<file path="config.mk">
export PLATFORM = sky130hd
export DESIGN_NAME = backlight_fade_ramp
export DESIGN_NICKNAME = d
export VERILOG_FILES = /design/src/rtl/bfr_pkg.sv /design/src/rtl/bfr_alu.sv /design/src/rtl/backlight_fade_ramp.sv
export SDC_FILE = /design/constraint.sdc
export NUM_CORES = 1
export LEC_CHECK = 0
export BUFFER_PORTS_ARGS = -buffer_cell sky130_fd_sc_hd__buf_2
export CORE_ASPECT_RATIO = 2
export CORE_MARGIN = 2
export CORE_UTILIZATION = 62
export CTS_BUF_LIST = sky130_fd_sc_hd__clkbuf_4 sky130_fd_sc_hd__clkbuf_8 sky130_fd_sc_hd__clkbuf_16
export DETAILED_ROUTE_END_ITERATION = 10
export PLACE_DENSITY = 0.89
export SETUP_SLACK_MARGIN = 0.15
export SLEW_MARGIN = 25
export SYNTH_ARGS = -nofsm -noshare
export SYNTH_HDL_FRONTEND = slang
export SYNTH_HIERARCHICAL = 1
export SYNTH_SLANG_ARGS = --single-unit
</file>
<file path="constraint.sdc">
create_clock -name clk -period 7.66 [get_ports clk]
set_input_delay 0.383 -clock clk [delete_from_list [all_inputs] [get_ports clk]]
set_output_delay 0.383 -clock clk [all_outputs]
set_load 0.005 [all_outputs]
</file>
<file path="src/rtl/bfr_pkg.sv">
// Package for the backlight fade ramp: widths, codes, payload words and the
// sequencer and shared-unit types. No dependencies.
package bfr_pkg;

    localparam int LEVEL_BITS   = 16;
    localparam int TIME_BITS    = 20;
    localparam int REG_BITS     = 10;
    localparam int ELAPSED_BITS = TIME_BITS + 1;
    localparam int ALU_BITS     = ((TIME_BITS > LEVEL_BITS) ? TIME_BITS : LEVEL_BITS) + 2;
    localparam int WORK_BITS    = TIME_BITS + LEVEL_BITS;
    localparam int CNT_BITS     = $clog2(LEVEL_BITS);

    localparam logic [REG_BITS-1:0] TICK_PERIOD_RESET = 10'd20;
    localparam logic [REG_BITS-1:0] MIN_FADE_RESET    = 10'd20;

    localparam logic CMD_TICK = 1'b0;
    localparam logic CMD_SET  = 1'b1;

    typedef enum logic [0:0] {
        CFG_TICK_PERIOD = 1'b0,
        CFG_MIN_FADE    = 1'b1
    } cfg_idx_t;

    typedef struct packed {
        logic                  cmd;
        logic [LEVEL_BITS-1:0] target_level;
        logic [TIME_BITS-1:0]  fade_ms;
    } req_t;

    typedef struct packed {
        logic [LEVEL_BITS-1:0] level;
        logic                  fading;
    } rsp_t;

    typedef enum logic [3:0] {
        S_IDLE,
        S_SET,
        S_ADV,
        S_CMP,
        S_SPAN1,
        S_SPAN2,
        S_MUL,
        S_DIV,
        S_RND,
        S_LVL,
        S_OUT
    } state_t;

    typedef enum logic [3:0] {
        ALU_NOP,
        ALU_ADV,
        ALU_CMP,
        ALU_SPAN_UP,
        ALU_SPAN_DN,
        ALU_MUL,
        ALU_DIV,
        ALU_RND,
        ALU_LVL
    } alu_op_t;

    typedef struct packed {
        logic [ELAPSED_BITS-1:0] elapsed;
        logic [TIME_BITS-1:0]    duration;
        logic [REG_BITS-1:0]     tick_period;
        logic [LEVEL_BITS-1:0]   start_level;
        logic [LEVEL_BITS-1:0]   end_level;
        logic [WORK_BITS-1:0]    work;
        logic                    down;
        logic                    rnd;
    } alu_in_t;

    typedef struct packed {
        logic [ALU_BITS-1:0] sum;
        logic                carry;
    } alu_out_t;

endpackage

</file>
<file path="src/rtl/bfr_alu.sv">
// Shared add/subtract unit of the backlight fade ramp: operand select per
// micro-op, one adder with invert and carry-in. Depends on bfr_pkg.
module bfr_alu
(
    input  bfr_pkg::alu_op_t  op,
    input  bfr_pkg::alu_in_t  opnd,
    output bfr_pkg::alu_out_t res
);

    localparam int AW = bfr_pkg::ALU_BITS;
    localparam int LB = bfr_pkg::LEVEL_BITS;
    localparam int TB = bfr_pkg::TIME_BITS;
    localparam int WB = bfr_pkg::WORK_BITS;

    logic [AW-1:0] a;
    logic [AW-1:0] b;
    logic          inv;
    logic          cin;
    logic [AW:0]   total;

    always_comb
    begin
        a   = '0;
        b   = '0;
        inv = 1'b0;
        cin = 1'b0;
        case (op)
            bfr_pkg::ALU_ADV:
            begin
                a = AW'(opnd.elapsed);
                b = AW'(opnd.tick_period);
            end
            bfr_pkg::ALU_CMP:
            begin
                a   = AW'(opnd.elapsed);
                b   = AW'(opnd.duration);
                inv = 1'b1;
                cin = 1'b1;
            end
            bfr_pkg::ALU_SPAN_UP:
            begin
                a   = AW'(opnd.end_level);
                b   = AW'(opnd.start_level);
                inv = 1'b1;
                cin = 1'b1;
            end
            bfr_pkg::ALU_SPAN_DN:
            begin
                a   = AW'(opnd.start_level);
                b   = AW'(opnd.end_level);
                inv = 1'b1;
                cin = 1'b1;
            end
            bfr_pkg::ALU_MUL:
            begin
                // add the multiplicand into the high half when the low bit is set
                a = AW'(opnd.work[WB-1:LB]);
                b = opnd.work[0] ? AW'(opnd.elapsed[TB-1:0]) : '0;
            end
            bfr_pkg::ALU_DIV:
            begin
                // trial subtract of the shifted partial remainder
                a   = AW'(opnd.work[WB-1:LB-1]);
                b   = AW'(opnd.duration);
                inv = 1'b1;
                cin = 1'b1;
            end
            bfr_pkg::ALU_RND:
            begin
                // twice the remainder against the divisor
                a   = AW'({opnd.work[WB-1:LB], 1'b0});
                b   = AW'(opnd.duration);
                inv = 1'b1;
                cin = 1'b1;
            end
            bfr_pkg::ALU_LVL:
            begin
                // start + q + rnd, or start - q - rnd as start + ~q + !rnd
                a   = AW'(opnd.start_level);
                b   = AW'(opnd.work[LB-1:0]);
                inv = opnd.down;
                cin = opnd.down ? !opnd.rnd : opnd.rnd;
            end
            default:
            begin
                a = '0;
            end
        endcase
        total = {1'b0, a} + {1'b0, (inv ? ~b : b)} + (AW + 1)'(cin);
    end

    assign res.sum   = total[AW-1:0];
    assign res.carry = total[AW];

endmodule

</file>
<file path="src/rtl/backlight_fade_ramp.sv">
// Top level of the backlight fade ramp: handshakes, configuration registers,
// fade state and the sequencer. Depends on bfr_pkg and bfr_alu.
//
// Holds a backlight level and moves it to a requested target, either at once
// or by a linear fade that timer-tick words advance. Every accepted request
// word yields exactly one response word with the level and a fading flag.
// The block handles one word at a time and holds req_stall high until that
// word's response is loaded into the output register; a waiting response
// does not block the next request, only the final write of the one after it.
// A tick inside a fade advances the elapsed time, compares it with the
// duration and takes the span, all on the single shared adder, then does
// one shift-add multiply step per cycle for elapsed*span, then one restoring
// divide step per cycle for the quotient by the duration, then rounding and
// the level; a set command, a tick while idle and a tick that ends the fade
// skip that arithmetic.
// Configuration writes are always taken (cfg_ready stays high) and must only
// arrive while the block is idle.
module backlight_fade_ramp
(
    input  logic                                 clk,
    input  logic                                 rst_n,
    input  logic                                 req_valid,
    output logic                                 req_stall,
    input  bfr_pkg::req_t                        req,
    output logic                                 rsp_valid,
    input  logic                                 rsp_stall,
    output bfr_pkg::rsp_t                        rsp,
    input  logic                                 cfg_valid,
    output logic                                 cfg_ready,
    input  bfr_pkg::cfg_idx_t                    cfg_index,
    input  logic [bfr_pkg::REG_BITS-1:0]         cfg_data
);

    localparam int LB = bfr_pkg::LEVEL_BITS;
    localparam int TB = bfr_pkg::TIME_BITS;
    localparam int EB = bfr_pkg::ELAPSED_BITS;
    localparam int AW = bfr_pkg::ALU_BITS;
    localparam int WB = bfr_pkg::WORK_BITS;
    localparam int CB = bfr_pkg::CNT_BITS;

    // sequencer and architectural state
    bfr_pkg::state_t        state_reg, state_next;
    bfr_pkg::req_t          req_reg, req_next;
    logic [LB-1:0]          cur_level_reg, cur_level_next;
    logic [LB-1:0]          start_level_reg, start_level_next;
    logic [LB-1:0]          end_level_reg, end_level_next;
    logic [EB-1:0]          elapsed_reg, elapsed_next;
    logic [TB-1:0]          duration_reg, duration_next;
    logic                   fade_active_reg, fade_active_next;
    logic                   down_reg, down_next;
    logic                   rnd_reg, rnd_next;
    logic [WB-1:0]          work_reg, work_next;
    logic [CB-1:0]          cnt_reg, cnt_next;
    logic                   rsp_valid_reg, rsp_valid_next;
    bfr_pkg::rsp_t          rsp_reg, rsp_next;

    // configuration
    logic [bfr_pkg::REG_BITS-1:0] tick_period_reg;
    logic [bfr_pkg::REG_BITS-1:0] min_fade_reg;

    logic                   req_accept;
    logic                   cnt_last;
    bfr_pkg::alu_op_t       alu_op;
    bfr_pkg::alu_in_t       alu_in;
    bfr_pkg::alu_out_t      alu_res;

    assign req_stall  = (state_reg != bfr_pkg::S_IDLE);
    assign req_accept = req_valid && !req_stall;
    assign rsp_valid  = rsp_valid_reg;
    assign rsp        = rsp_reg;
    assign cfg_ready  = 1'b1;
    assign cnt_last   = (cnt_reg == CB'(LB - 1));

    // configuration writes
    always_ff @(posedge clk or negedge rst_n)
    begin
        if (!rst_n)
        begin
            tick_period_reg <= bfr_pkg::TICK_PERIOD_RESET;
            min_fade_reg    <= bfr_pkg::MIN_FADE_RESET;
        end
        else if (cfg_valid && cfg_ready)
        begin
            case (cfg_index)
                bfr_pkg::CFG_TICK_PERIOD: tick_period_reg <= cfg_data;
                bfr_pkg::CFG_MIN_FADE:    min_fade_reg    <= cfg_data;
                default:                  tick_period_reg <= tick_period_reg;
            endcase
        end
    end

    // shared arithmetic unit
    assign alu_in.elapsed     = elapsed_reg;
    assign alu_in.duration    = duration_reg;
    assign alu_in.tick_period = tick_period_reg;
    assign alu_in.start_level = start_level_reg;
    assign alu_in.end_level   = end_level_reg;
    assign alu_in.work        = work_reg;
    assign alu_in.down        = down_reg;
    assign alu_in.rnd         = rnd_reg;

    bfr_alu u_alu
    (
        .op   (alu_op),
        .opnd (alu_in),
        .res  (alu_res)
    );

    // state registers
    always_ff @(posedge clk or negedge rst_n)
    begin
        if (!rst_n)
        begin
            state_reg       <= bfr_pkg::S_IDLE;
            cur_level_reg   <= '0;
            start_level_reg <= '0;
            end_level_reg   <= '0;
            elapsed_reg     <= '0;
            duration_reg    <= '0;
            fade_active_reg <= 1'b0;
            down_reg        <= 1'b0;
            rnd_reg         <= 1'b0;
            cnt_reg         <= '0;
            rsp_valid_reg   <= 1'b0;
        end
        else
        begin
            state_reg       <= state_next;
            cur_level_reg   <= cur_level_next;
            start_level_reg <= start_level_next;
            end_level_reg   <= end_level_next;
            elapsed_reg     <= elapsed_next;
            duration_reg    <= duration_next;
            fade_active_reg <= fade_active_next;
            down_reg        <= down_next;
            rnd_reg         <= rnd_next;
            cnt_reg         <= cnt_next;
            rsp_valid_reg   <= rsp_valid_next;
        end
    end

    // payload registers
    always_ff @(posedge clk)
    begin
        req_reg  <= req_next;
        work_reg <= work_next;
        rsp_reg  <= rsp_next;
    end

    // sequencer: next state and datapath control
    always_comb
    begin
        state_next       = state_reg;
        req_next         = req_reg;
        cur_level_next   = cur_level_reg;
        start_level_next = start_level_reg;
        end_level_next   = end_level_reg;
        elapsed_next     = elapsed_reg;
        duration_next    = duration_reg;
        fade_active_next = fade_active_reg;
        down_next        = down_reg;
        rnd_next         = rnd_reg;
        work_next        = work_reg;
        cnt_next         = cnt_reg;
        rsp_next         = rsp_reg;
        rsp_valid_next   = rsp_valid_reg;
        alu_op           = bfr_pkg::ALU_NOP;

        // drop the response once the consumer takes it
        if (rsp_valid_reg && !rsp_stall)
        begin
            rsp_valid_next = 1'b0;
        end

        case (state_reg)
            bfr_pkg::S_IDLE:
            begin
                if (req_accept)
                begin
                    req_next = req;
                    if (req.cmd == bfr_pkg::CMD_SET)
                    begin
                        state_next = bfr_pkg::S_SET;
                    end
                    else if (fade_active_reg)
                    begin
                        state_next = bfr_pkg::S_ADV;
                    end
                    else
                    begin
                        // tick while idle: report the level unchanged
                        state_next = bfr_pkg::S_OUT;
                    end
                end
            end
            bfr_pkg::S_SET:
            begin
                if (req_reg.target_level == cur_level_reg)
                begin
                    // cancel: stop any fade where it stands
                    fade_active_next = 1'b0;
                    elapsed_next     = '0;
                    duration_next    = '0;
                    start_level_next = cur_level_reg;
                    end_level_next   = cur_level_reg;
                end
                else if (AW'(req_reg.fade_ms) <= AW'(min_fade_reg))
                begin
                    // short fade: apply the target at once
                    cur_level_next   = req_reg.target_level;
                    fade_active_next = 1'b0;
                    elapsed_next     = '0;
                    duration_next    = '0;
                    start_level_next = req_reg.target_level;
                    end_level_next   = req_reg.target_level;
                end
                else
                begin
                    // start a new fade from the level reached so far
                    start_level_next = cur_level_reg;
                    end_level_next   = req_reg.target_level;
                    elapsed_next     = '0;
                    duration_next    = req_reg.fade_ms;
                    fade_active_next = 1'b1;
                end
                state_next = bfr_pkg::S_OUT;
            end
            bfr_pkg::S_ADV:
            begin
                // advance elapsed time, saturating at its maximum
                alu_op = bfr_pkg::ALU_ADV;
                if (|alu_res.sum[AW-1:EB])
                begin
                    elapsed_next = '1;
                end
                else
                begin
                    elapsed_next = alu_res.sum[EB-1:0];
                end
                state_next = bfr_pkg::S_CMP;
            end
            bfr_pkg::S_CMP:
            begin
                alu_op = bfr_pkg::ALU_CMP;
                if (alu_res.carry)
                begin
                    // fade time used up: land on the target
                    cur_level_next   = end_level_reg;
                    fade_active_next = 1'b0;
                    state_next       = bfr_pkg::S_OUT;
                end
                else
                begin
                    state_next = bfr_pkg::S_SPAN1;
                end
            end
            bfr_pkg::S_SPAN1:
            begin
                alu_op = bfr_pkg::ALU_SPAN_UP;
                if (alu_res.carry)
                begin
                    down_next  = 1'b0;
                    work_next  = WB'(alu_res.sum[LB-1:0]);
                    cnt_next   = '0;
                    state_next = bfr_pkg::S_MUL;
                end
                else
                begin
                    down_next  = 1'b1;
                    state_next = bfr_pkg::S_SPAN2;
                end
            end
            bfr_pkg::S_SPAN2:
            begin
                alu_op     = bfr_pkg::ALU_SPAN_DN;
                work_next  = WB'(alu_res.sum[LB-1:0]);
                cnt_next   = '0;
                state_next = bfr_pkg::S_MUL;
            end
            bfr_pkg::S_MUL:
            begin
                // one shift-add step of elapsed * span
                alu_op    = bfr_pkg::ALU_MUL;
                work_next = {alu_res.sum[TB:0], work_reg[LB-1:1]};
                cnt_next  = cnt_reg + 1'b1;
                if (cnt_last)
                begin
                    cnt_next   = '0;
                    state_next = bfr_pkg::S_DIV;
                end
            end
            bfr_pkg::S_DIV:
            begin
                // one restoring divide step by the duration
                alu_op = bfr_pkg::ALU_DIV;
                if (alu_res.carry)
                begin
                    work_next = {alu_res.sum[TB-1:0], work_reg[LB-2:0], 1'b1};
                end
                else
                begin
                    work_next = {work_reg[WB-2:0], 1'b0};
                end
                cnt_next = cnt_reg + 1'b1;
                if (cnt_last)
                begin
                    cnt_next   = '0;
                    state_next = bfr_pkg::S_RND;
                end
            end
            bfr_pkg::S_RND:
            begin
                // round half away from zero on the magnitude
                alu_op     = bfr_pkg::ALU_RND;
                rnd_next   = alu_res.carry;
                state_next = bfr_pkg::S_LVL;
            end
            bfr_pkg::S_LVL:
            begin
                alu_op         = bfr_pkg::ALU_LVL;
                cur_level_next = alu_res.sum[LB-1:0];
                state_next     = bfr_pkg::S_OUT;
            end
            bfr_pkg::S_OUT:
            begin
                // hold until the output register is free
                if (!rsp_valid_reg || !rsp_stall)
                begin
                    rsp_valid_next = 1'b1;
                    rsp_next.level  = cur_level_reg;
                    rsp_next.fading = fade_active_reg;
                    state_next      = bfr_pkg::S_IDLE;
                end
            end
            default:
            begin
                state_next = bfr_pkg::S_IDLE;
            end
        endcase
    end

    // the sequencer only leaves idle on an accepted word
    a_idle_hold : assert property (@(posedge clk) disable iff (!rst_n)
        (state_reg == bfr_pkg::S_IDLE && !req_accept) |=> (state_reg == bfr_pkg::S_IDLE))
        else $error("sequencer left idle without a request word");

    // interpolation runs only inside an active fade
    a_interp_active : assert property (@(posedge clk) disable iff (!rst_n)
        (state_reg == bfr_pkg::S_MUL || state_reg == bfr_pkg::S_DIV ||
         state_reg == bfr_pkg::S_RND || state_reg == bfr_pkg::S_LVL) |-> fade_active_reg)
        else $error("interpolation step outside an active fade");

    // partial remainder stays below the divisor
    a_div_rem : assert property (@(posedge clk) disable iff (!rst_n)
        (state_reg == bfr_pkg::S_DIV || state_reg == bfr_pkg::S_RND) |->
        (work_reg[WB-1:LB] < duration_reg))
        else $error("divide remainder out of range");

    // interpolation only while elapsed time is short of the duration
    a_elapsed_short : assert property (@(posedge clk) disable iff (!rst_n)
        (state_reg == bfr_pkg::S_SPAN1) |-> (elapsed_reg < EB'(duration_reg)))
        else $error("interpolation started with elapsed past duration");

    // a finished word is loaded into the output register
    a_out_load : assert property (@(posedge clk) disable iff (!rst_n)
        (state_reg == bfr_pkg::S_OUT && !(rsp_valid_reg && rsp_stall)) |=>
        (rsp_valid_reg && state_reg == bfr_pkg::S_IDLE))
        else $error("response word not loaded");

endmodule
</file>
; Word level (Yosys, flattened, before mapping)
; Index checks and enable logic that the tools add are counted.
[totals]
reg_bits = 210
inputBits = 53
latch_bits = 0
out_inout_bits = 20
rom_bits = 0
mem_count = 0
mem_bits_rw = 0
wordCells = 119
[classes]
n_mul = 0
shift = 0
mux = 40
bitwise = 2
addsub = 3
n_eq_ne = 26
n_lt_le_gt_ge = 1
div_mod_pow = 0
reduce_logical = 29
[ops]
columns = operator, n
row1 = 36-bit one-hot mux with 4 select lines, 1
row2 = 22-bit one-hot mux with 6 select lines, 1
row3 = 21-bit one-hot mux with 6 select lines, 1
row4 = 36-bit two-way mux, 2
row5 = 16-bit two-way mux, 4
row6 = 20-bit two-way mux, 3
row7 = 16-bit one-hot mux with 3 select lines, 1
row8 = 21-bit one-hot mux with 2 select lines, 1
row9 = 4-bit one-hot mux with 10 select lines, 1
row10 = 4-bit two-way mux, 9
row11 = 4-bit by 3-bit == test with 1-bit output (second input constant), 8
row12 = 4-bit one-hot mux with 8 select lines, 1
row13 = 21-bit by 22-bit adder with 23-bit output, 1
row14 = 23-bit by 1-bit adder with 23-bit output, 1
row15 = 22-bit two-way mux, 1
row16 = 22-bit NOT, 1
row17 = 21-bit two-way mux, 1
row18 = 4-bit == test (second input constant), 5
row19 = 20-bit by 10-bit less-or-equal comparator with 1-bit output, 1
row20 = 16-bit == test, 1
row21 = 4-bit by 2-bit == test with 1-bit output (second input constant), 4
row22 = 2-bit AND reduction, 8
row23 = 4-bit one-hot mux with 3 select lines, 1
row24 = 4-bit by 1-bit == test with 1-bit output (second input constant), 2
row25 = other kinds (18), 41

; Logic depth before layout (Yosys ltp)
; Gate-level depths: netlist of run 1.
[depth]
depth_word = 11
mapped_depth = 28
ltp_nobuf = 24

; Cells and area by module
; Netlist of run 1, hierarchy kept.
[modules_own_cells]
columns = module, seq_area_each_um2, cells_each, instances, area_per_inst_um2
row1 = backlight_fade_ramp, 5705.5, 856, 1, 9509.1
row2 = bfr_alu, 0.0, 376, 1, 2588.7

; Least setup slack after synthesis of run 1
; Ideal clock, no wire load.
[synth_path]
path_kind = register to register
startpoint = reg state_reg[1]
endpoint = reg work_reg[0] (enable)
period_less_slack_ps = 5473
arrival_ps = 5083
path_buffers = 5
setup_time_ps = 391
path_stages_with_launch = 24
path_slack_ps = 2187
required_ps = 7269
cell_sequence = dfrtp_1 buf_4 nor2b_1 and2_1 buf_2 buf_1 buf_4 nand2b_1 nor2_1 buf_6 nand2_1 o21ai_0 a221oi_1 xnor2_1 fa_1 fa_1 nand2b_1 a21oi_2 o41ai_4 o31ai_4 a21oi_1 o21bai_1 o21ai_0 inv_1
[synth_lines]
columns = element, line
row1 = from (decl), backlight_fade_ramp.sv:42  ; bfr_pkg::state_t state_reg, state_next;
row2 = from (signal assigned), backlight_fade_ramp.sv:114  ; state_reg <= bfr_pkg::S_IDLE;
row3 = from (signal assigned), backlight_fade_ramp.sv:128  ; state_reg <= state_next;
row4 = to (signal assigned), backlight_fade_ramp.sv:146  ; work_reg <= work_next;
row5 = to (decl), backlight_fade_ramp.sv:52  ; logic [WB-1:0] work_reg, work_next;

==> results of run 1 <==
worst max-delay path: cells and delay by family (launching register included):
kind / cells / cell delay, ns
simple gates: 6 / 1.58
fa+ha+maj: 2 / 0.88
xor+xnor: 2 / 0.24
flops: 1 / 0.51
buf+inv: 5 / 1.36
compound gates: 8 / 1.53
cells by family after synthesis:
family,count (synthesis)
xor gates and xnor gates,54
buffers and inverters,105
other,1
muxes,52
AOI/OAI and AO/OA,344
DFF,210
and+or+nand+nor,431
adders and majority gates,35
cells in the final DEF (no fill, tap or decap), types with 18 or more instances in the layout:
cell type  instances
a21o_1            26
a21oi_1           47
a22oi_1           70
and2_1            18
buf_2             70
buf_4             23
clkbuf_16         20
dfrtp_1          117
edfxtp_1          89
ha_1              33
inv_1             23
mux2i_1           41
nand2_1          246
nand3_1           34
nor2_1            67
o211ai_2          32
o21ai_0           79
o21ai_1           25
xnor2_1           31
xor2_1            23
metal layers:
layer / vias to the layer above / GRT usage [%]
met4: 0 / 25.3
met2: 582 / 59.0
li1: 4512 / -
met3: 193 / 5.90
met5: - / 0
met1: 4848 / 39.6
metrics by stage:
step / cell area [um2] / util [%]
floorplan: 12100 / -
global placement: 12600 / 65.3
detailed placement: 12600 / 65.3
CTS: 13200 / 68.5
global route: 13200 / 68.5
finish: 13200 / 68.5
final cells by class:
type	instances	area [um2]	share of cell area (%)
Multi-Input combinational cell	917	5920	44.9
Clock buffer	24	543	4.11
Sequential cell	210	5710	43.2
Inverter	28	105	0.796
Antenna cell	1	2.50	0.0189
Timing Repair Buffer	95	544	4.12
Clock inverter	9	60.1	0.455
Tap cell	259	324	2.45
cells in the mapped netlist, drive strengths merged (3+ instances only):
cell type,instances,area share (%)
a21boi,4,0.25
a21o,28,1.8
a21oi,50,2.1
a221oi,7,0.71
a222oi,7,0.58
a22o,5,0.36
a22oi,70,4.3
a31oi,3,0.16
and2,19,1.0
and3,5,0.26
buf,43,2.2
clkbuf,34,1.1
dfrtp,117,24
dfstp,4,0.87
edfxtp,89,22
ha,33,3.4
inv,26,0.81
mux2,11,1.0
mux2i,41,3.4
nand2,246,7.6
nand2b,5,0.26
nand3,35,1.5
nand4,6,0.36
nor2,67,2.1
nor2b,11,0.57
nor3,19,1.0
nor4,6,0.56
o211ai,37,3.6
o21a,7,0.44
o21ai,104,4.3
o31ai,4,0.36
or2,3,0.16
or3,3,0.16
xnor2,31,2.2
xor2,23,1.7
worst min path at each step:
stage / start / cells past startpoint / endpoint / slack (ns)
3_5_place_dp: rst_n / 1 / min_fade_reg[9] / 0.45
4_1_cts: req[28] / 1 / req_reg[28] / 0.04
3_3_place_gp: rst_n / 1 / min_fade_reg[7] / 0.44
6_report: req[28] / 1 / req_reg[28] / 0.05
2_1_floorplan: rst_n / 0 / cnt_reg[0] / 0.09
5_1_grt: req[34] / 1 / req_reg[34] / 0.05
timing repair:
item	4_1_cts	5_1_grt
endpoints found under the setup margin	0	0
endpoints found under the hold margin	40	0
hold buffers	1	0
==> flow_metrics.tcl, run 1 <==
set metrics [dict create \
    port_buffers 71 \
    antenna_found_initial 1 \
    synth_area_mm2 0.0121 \
    final.setup_skew_ns 0.0205 \
    n_fill_cell 1449 \
    drt_wl_total_um 35600 \
    max_freq_mhz 154 \
    clkSlewWorstSetupHoldPaths_ns 0.07 \
    synth_edf_count 89 \
    start_util_pct 62.8 \
    vias 10100 \
    dr.pass1.iters 8 \
    critPathArrivalTime_ns 6.64 \
    clk_path_buf_depth 3 \
    die_y_um 202 \
    hp-class "input pin to flip-flop" \
    syn_nets 1320 \
    cap_violations 0 \
    drtIter0Drc 1115 \
    synth.avg_cell_area_um2 9.82 \
    synth_compound_area_share_pct 20.6 \
    dp_slack_ns 1.09 \
    placementRows 72 \
    tns_ns 0 \
    avgViaCountPerCell 6.57 \
    cts_root_buffer "clkbuf_16" \
    crit_chain "nor2_1 > xnor2_1 > nor2_1 > and2b_2 > nor2_1 > buf_4 > nand2_1 > o21ai_0 > a221oi_1 > xnor2_1 > fa_1 > fa_1 > nand2b_1 > a21oi_2 > o41ai_4 > o31ai_4 > buf_4 > a21oi_1 > o21bai_2 > buf_4 > o21ai_0 > inv_1 > buf_4" \
    io_pins 73 \
    worstPathRequired_ns 7.80 \
    cts_tree "yes" \
    area_growth_pct 9.18 \
    critPathMaxStageDelay_ns 0.62 \
    grt_pass1_wl_um 55900 \
    final_cells 1543 \
    grt_max_degree 78 \
    dr_wl_met2_um 18100 \
    insertion_delay_ns 0.51 \
    synth_flop_cell "dfrtp_1" \
    crit_type "flip-flop to flip-flop" \
    drc_errors 0 \
    die-area_mm2 0.0207 \
    critPathSlowestCell "nor2_1" \
    cpMostUsedCell "buf_4" \
    highest_layer "met4" \
    end_kind "flip-flop" \
    htree_levels 1 \
    grt_pass1_vias 10400 \
    cts_made_buffers 19 \
    finalSetupViolations 0 \
    layout.nets 1359 \
    dpl.cell_count 1508 \
    async_flop_share_pct 57.6 \
    fin_crit_sh_pct 85.0 \
    synthAdderAreaFrac_pct 3.74 \
    cts_setup_buffers 0 \
    critPathLaunch "state_reg[2]" \
    die_width_um 103 \
    dp_hpwl_um 25200 \
    drt-met1-wl_um 11700 \
    rsz0062_at_grt "no" \
    rr_startpoint "state_reg[2]" \
    synth_top_family_by_area "compound AO/OA/AOI/OAI gates" \
    muxShareOfSynthArea_pct 4.42 \
    synth_cell_types 73 \
    wl_per_cell_um 23.0 \
    wl_met3_um 2630 \
    tightest_slew_ns 1.08 \
    yosys_warnings 6 \
    path_max_fanout 36 \
    overflow 0 \
    grt_usage_pct 35.3 \
    postRouteAntennaNets 0 \
    ctsResizeCount 0 \
    status "finished, final reports clean" \
    crit_end "work_reg[5]" \
    worst_slack_ns 1.15 \
    startpoint_type "flip-flop" \
    slew_headroom_pct 27.5 \
    synthSimpleGateAreaFrac_pct 16.1 \
    r2r_setup_slack_ns 1.15 \
    slew_violations 0 \
    clock-sinks 210 \
    synth_xor_area_share_pct 3.91 \
    gp_congestion 1.01 \
    postSynthCellCount 1232 \
    r2r_cells 23 \
    finalHoldViolCount 0 \
    yosysSeqAreaShare_pct 47.2 \
    r2r_end "work_reg[5]" \
    hold_ws_ns 0.0494 \
    drive_gt1_share_pct 16.5 \
    synth_seq_cells 210 \
    min_period_ns 6.51 \
    design.core.area_mm2 0.0193 \
]
Power of run 1 is not shown: default switching activity piles up to over one toggle a cycle in this logic, so the estimate is an artifact.
==> inputs of run 2 (changes only) <==
==> constraint.sdc (replaced) <==
create_clock -name clk -period 6.7 [get_ports clk]
set_input_delay 0.335 -clock clk [delete_from_list [all_inputs] [get_ports clk]]
set_output_delay 0.335 -clock clk [all_outputs]
set_load 0.005 [all_outputs]
==> flow_metrics.tcl, run 2 (synthesized netlist as in run 1, its figures left out) <==
set metrics [dict create \
    postRouteAntennaNets 0 \
    clk_path_buf_depth 3 \
    cts_tree "yes" \
    dr.pass1.iters 11 \
    grt_pass1_vias 10800 \
    rr_startpoint "state_reg[3]" \
    startpoint_type "flip-flop" \
    n_fill_cell 1366 \
    cts_made_buffers 19 \
    final.setup_skew_ns 0.0137 \
    r2r_setup_slack_ns 0.50 \
    grt_usage_pct 36.9 \
    clock-sinks 210 \
    drive_gt1_share_pct 16.8 \
    die_y_um 202 \
    dp_hpwl_um 24900 \
    htree_levels 1 \
    insertion_delay_ns 0.51 \
    overflow 0 \
    rsz0062_at_grt "no" \
    final_common_cell "nand2_1" \
    drtIter0Drc 1268 \
    drt_wl_total_um 37000 \
    cts_root_buffer "clkbuf_16" \
    antenna_cells 0 \
    io_pins 73 \
    antenna_found_initial 0 \
    max_freq_mhz 161 \
    postPlaceCellArea_mm2 0.0126 \
    slew_violations 0 \
    layout.nets 1383 \
    fin_util_pct 69.6 \
    tns_ns 0 \
    drc_errors 0 \
    end_kind "flip-flop" \
    hold_ws_ns 0.0114 \
    design.core.area_mm2 0.0193 \
    cap_violations 0 \
    crit_end "work_reg[9]" \
    crit_type "flip-flop to flip-flop" \
    finalHoldViolCount 0 \
    layout_common_cells "nand2_1 (245), dfrtp_1 (117), edfxtp_1 (89)" \
    die_width_um 103 \
    finalSetupViolations 0 \
    gp_congestion 1.01 \
    area_growth_pct 11.0 \
    hp-class "input pin to flip-flop" \
    tightest_slew_ns 1.08 \
    clkSlewWorstSetupHoldPaths_ns 0.07 \
    worstPathRequired_ns 6.84 \
    critPathArrivalTime_ns 6.34 \
    status "finished, final reports clean" \
    r2r_end "work_reg[9]" \
    grt_max_degree 78 \
    avgViaCountPerCell 6.72 \
    critPathLaunch "state_reg[3]" \
    placementRows 72 \
    port_buffers 71 \
    min_period_ns 6.20 \
    slew_headroom_pct 27.3 \
    die-area_mm2 0.0207 \
    holdPathStages 1 \
    fin_crit_sh_pct 92.5 \
    wl_per_cell_um 23.7 \
    stdcell_area_mm2 0.0134 \
    path_max_fanout 36 \
    start_util_pct 62.8 \
    r2r_cells 19 \
    grt_pass1_wl_um 58200 \
    vias 10500 \
]
## run 2: cell types whose count changed in the layout (fill, tap and decap cells not counted), sizes merged
cell         delta
clkbuf          +1
clkinv          +2
diode           -1
inv             -5
dlygate4sd3    +16
nor3            +1
clkinvlp        +2
buf             +7
## run 2: worst min path at each step
| stage | start | endpoint | slack, ns |
|---|---|---|---|
| after detailed placement | rst_n | min_fade_reg[7] | 0.39 |
| after global placement | rst_n | min_fade_reg[7] | 0.38 |
| after CTS | req[14] | req_reg[14] | 0.001 |
| after floorplan | rst_n | cnt_reg[0] | 0.04 |
| final | req[14] | req_reg[14] | 0.01 |
| after global routing | req[26] | req_reg[26] | 0.003 |
## run 2: layout make-up
class	count	area [um2]	share of cell area, %
Multi-Input combinational cell	918	5950	44.3
Sequential cell	210	5710	42.5
Timing Repair Buffer	118	773	5.76
Clock buffer	25	520	3.88
Tap cell	259	324	2.41
Inverter	28	105	0.783
Clock inverter	8	52.6	0.391
## run 2: critical path, stage by stage, from the launching register on
cell and delay [ns]:
dfrtp_1 0.59, nor2b_1 0.30, and2_1 0.46, nor3b_2 0.30, and2b_1 0.19, buf_4 0.24, or2_2 0.16, a221oi_1 0.10
fa_1 0.48, fa_1 0.41, nand2b_1 0.19, a21oi_2 0.26, o41ai_4 0.15, o31ai_4 0.23, a21oi_1 0.19, o21bai_2 0.17
buf_4 0.46, o21ai_0 0.32, inv_1 0.12, buf_4 0.45
## run 2: what timing repair did
| action | 4_1_cts | 5_1_grt |
|---|---|---|
| endpoints found under the hold margin | 55 | 1 |
| setup endpoints to repair | 0 | 84 |
| buffers inserted | 0 | 2 |
| hold buffers | 16 | 1 |
| resized for setup | 0 | 1 |
## run 2: routing by layer
metal / GRT usage (%) / wire (um) / vias up
li1: - / - / 4561
met1: 41.4 / 12400 / 5080
met2: 60.6 / 18400 / 673
met3: 6.32 / 2900 / 213
met4: 28.5 / 3430 / 0
met5: 0 / 0 / -
## run 2: stage by stage
stage	setup WS, ns	cells
after global routing	0.172	1566
after floorplan	1.23	1232
after CTS	0.191	1561
after detailed placement	0.283	1512
final	0.504	1566
after global placement	0.452	1512
Power of run 2 is left out for the same reason.
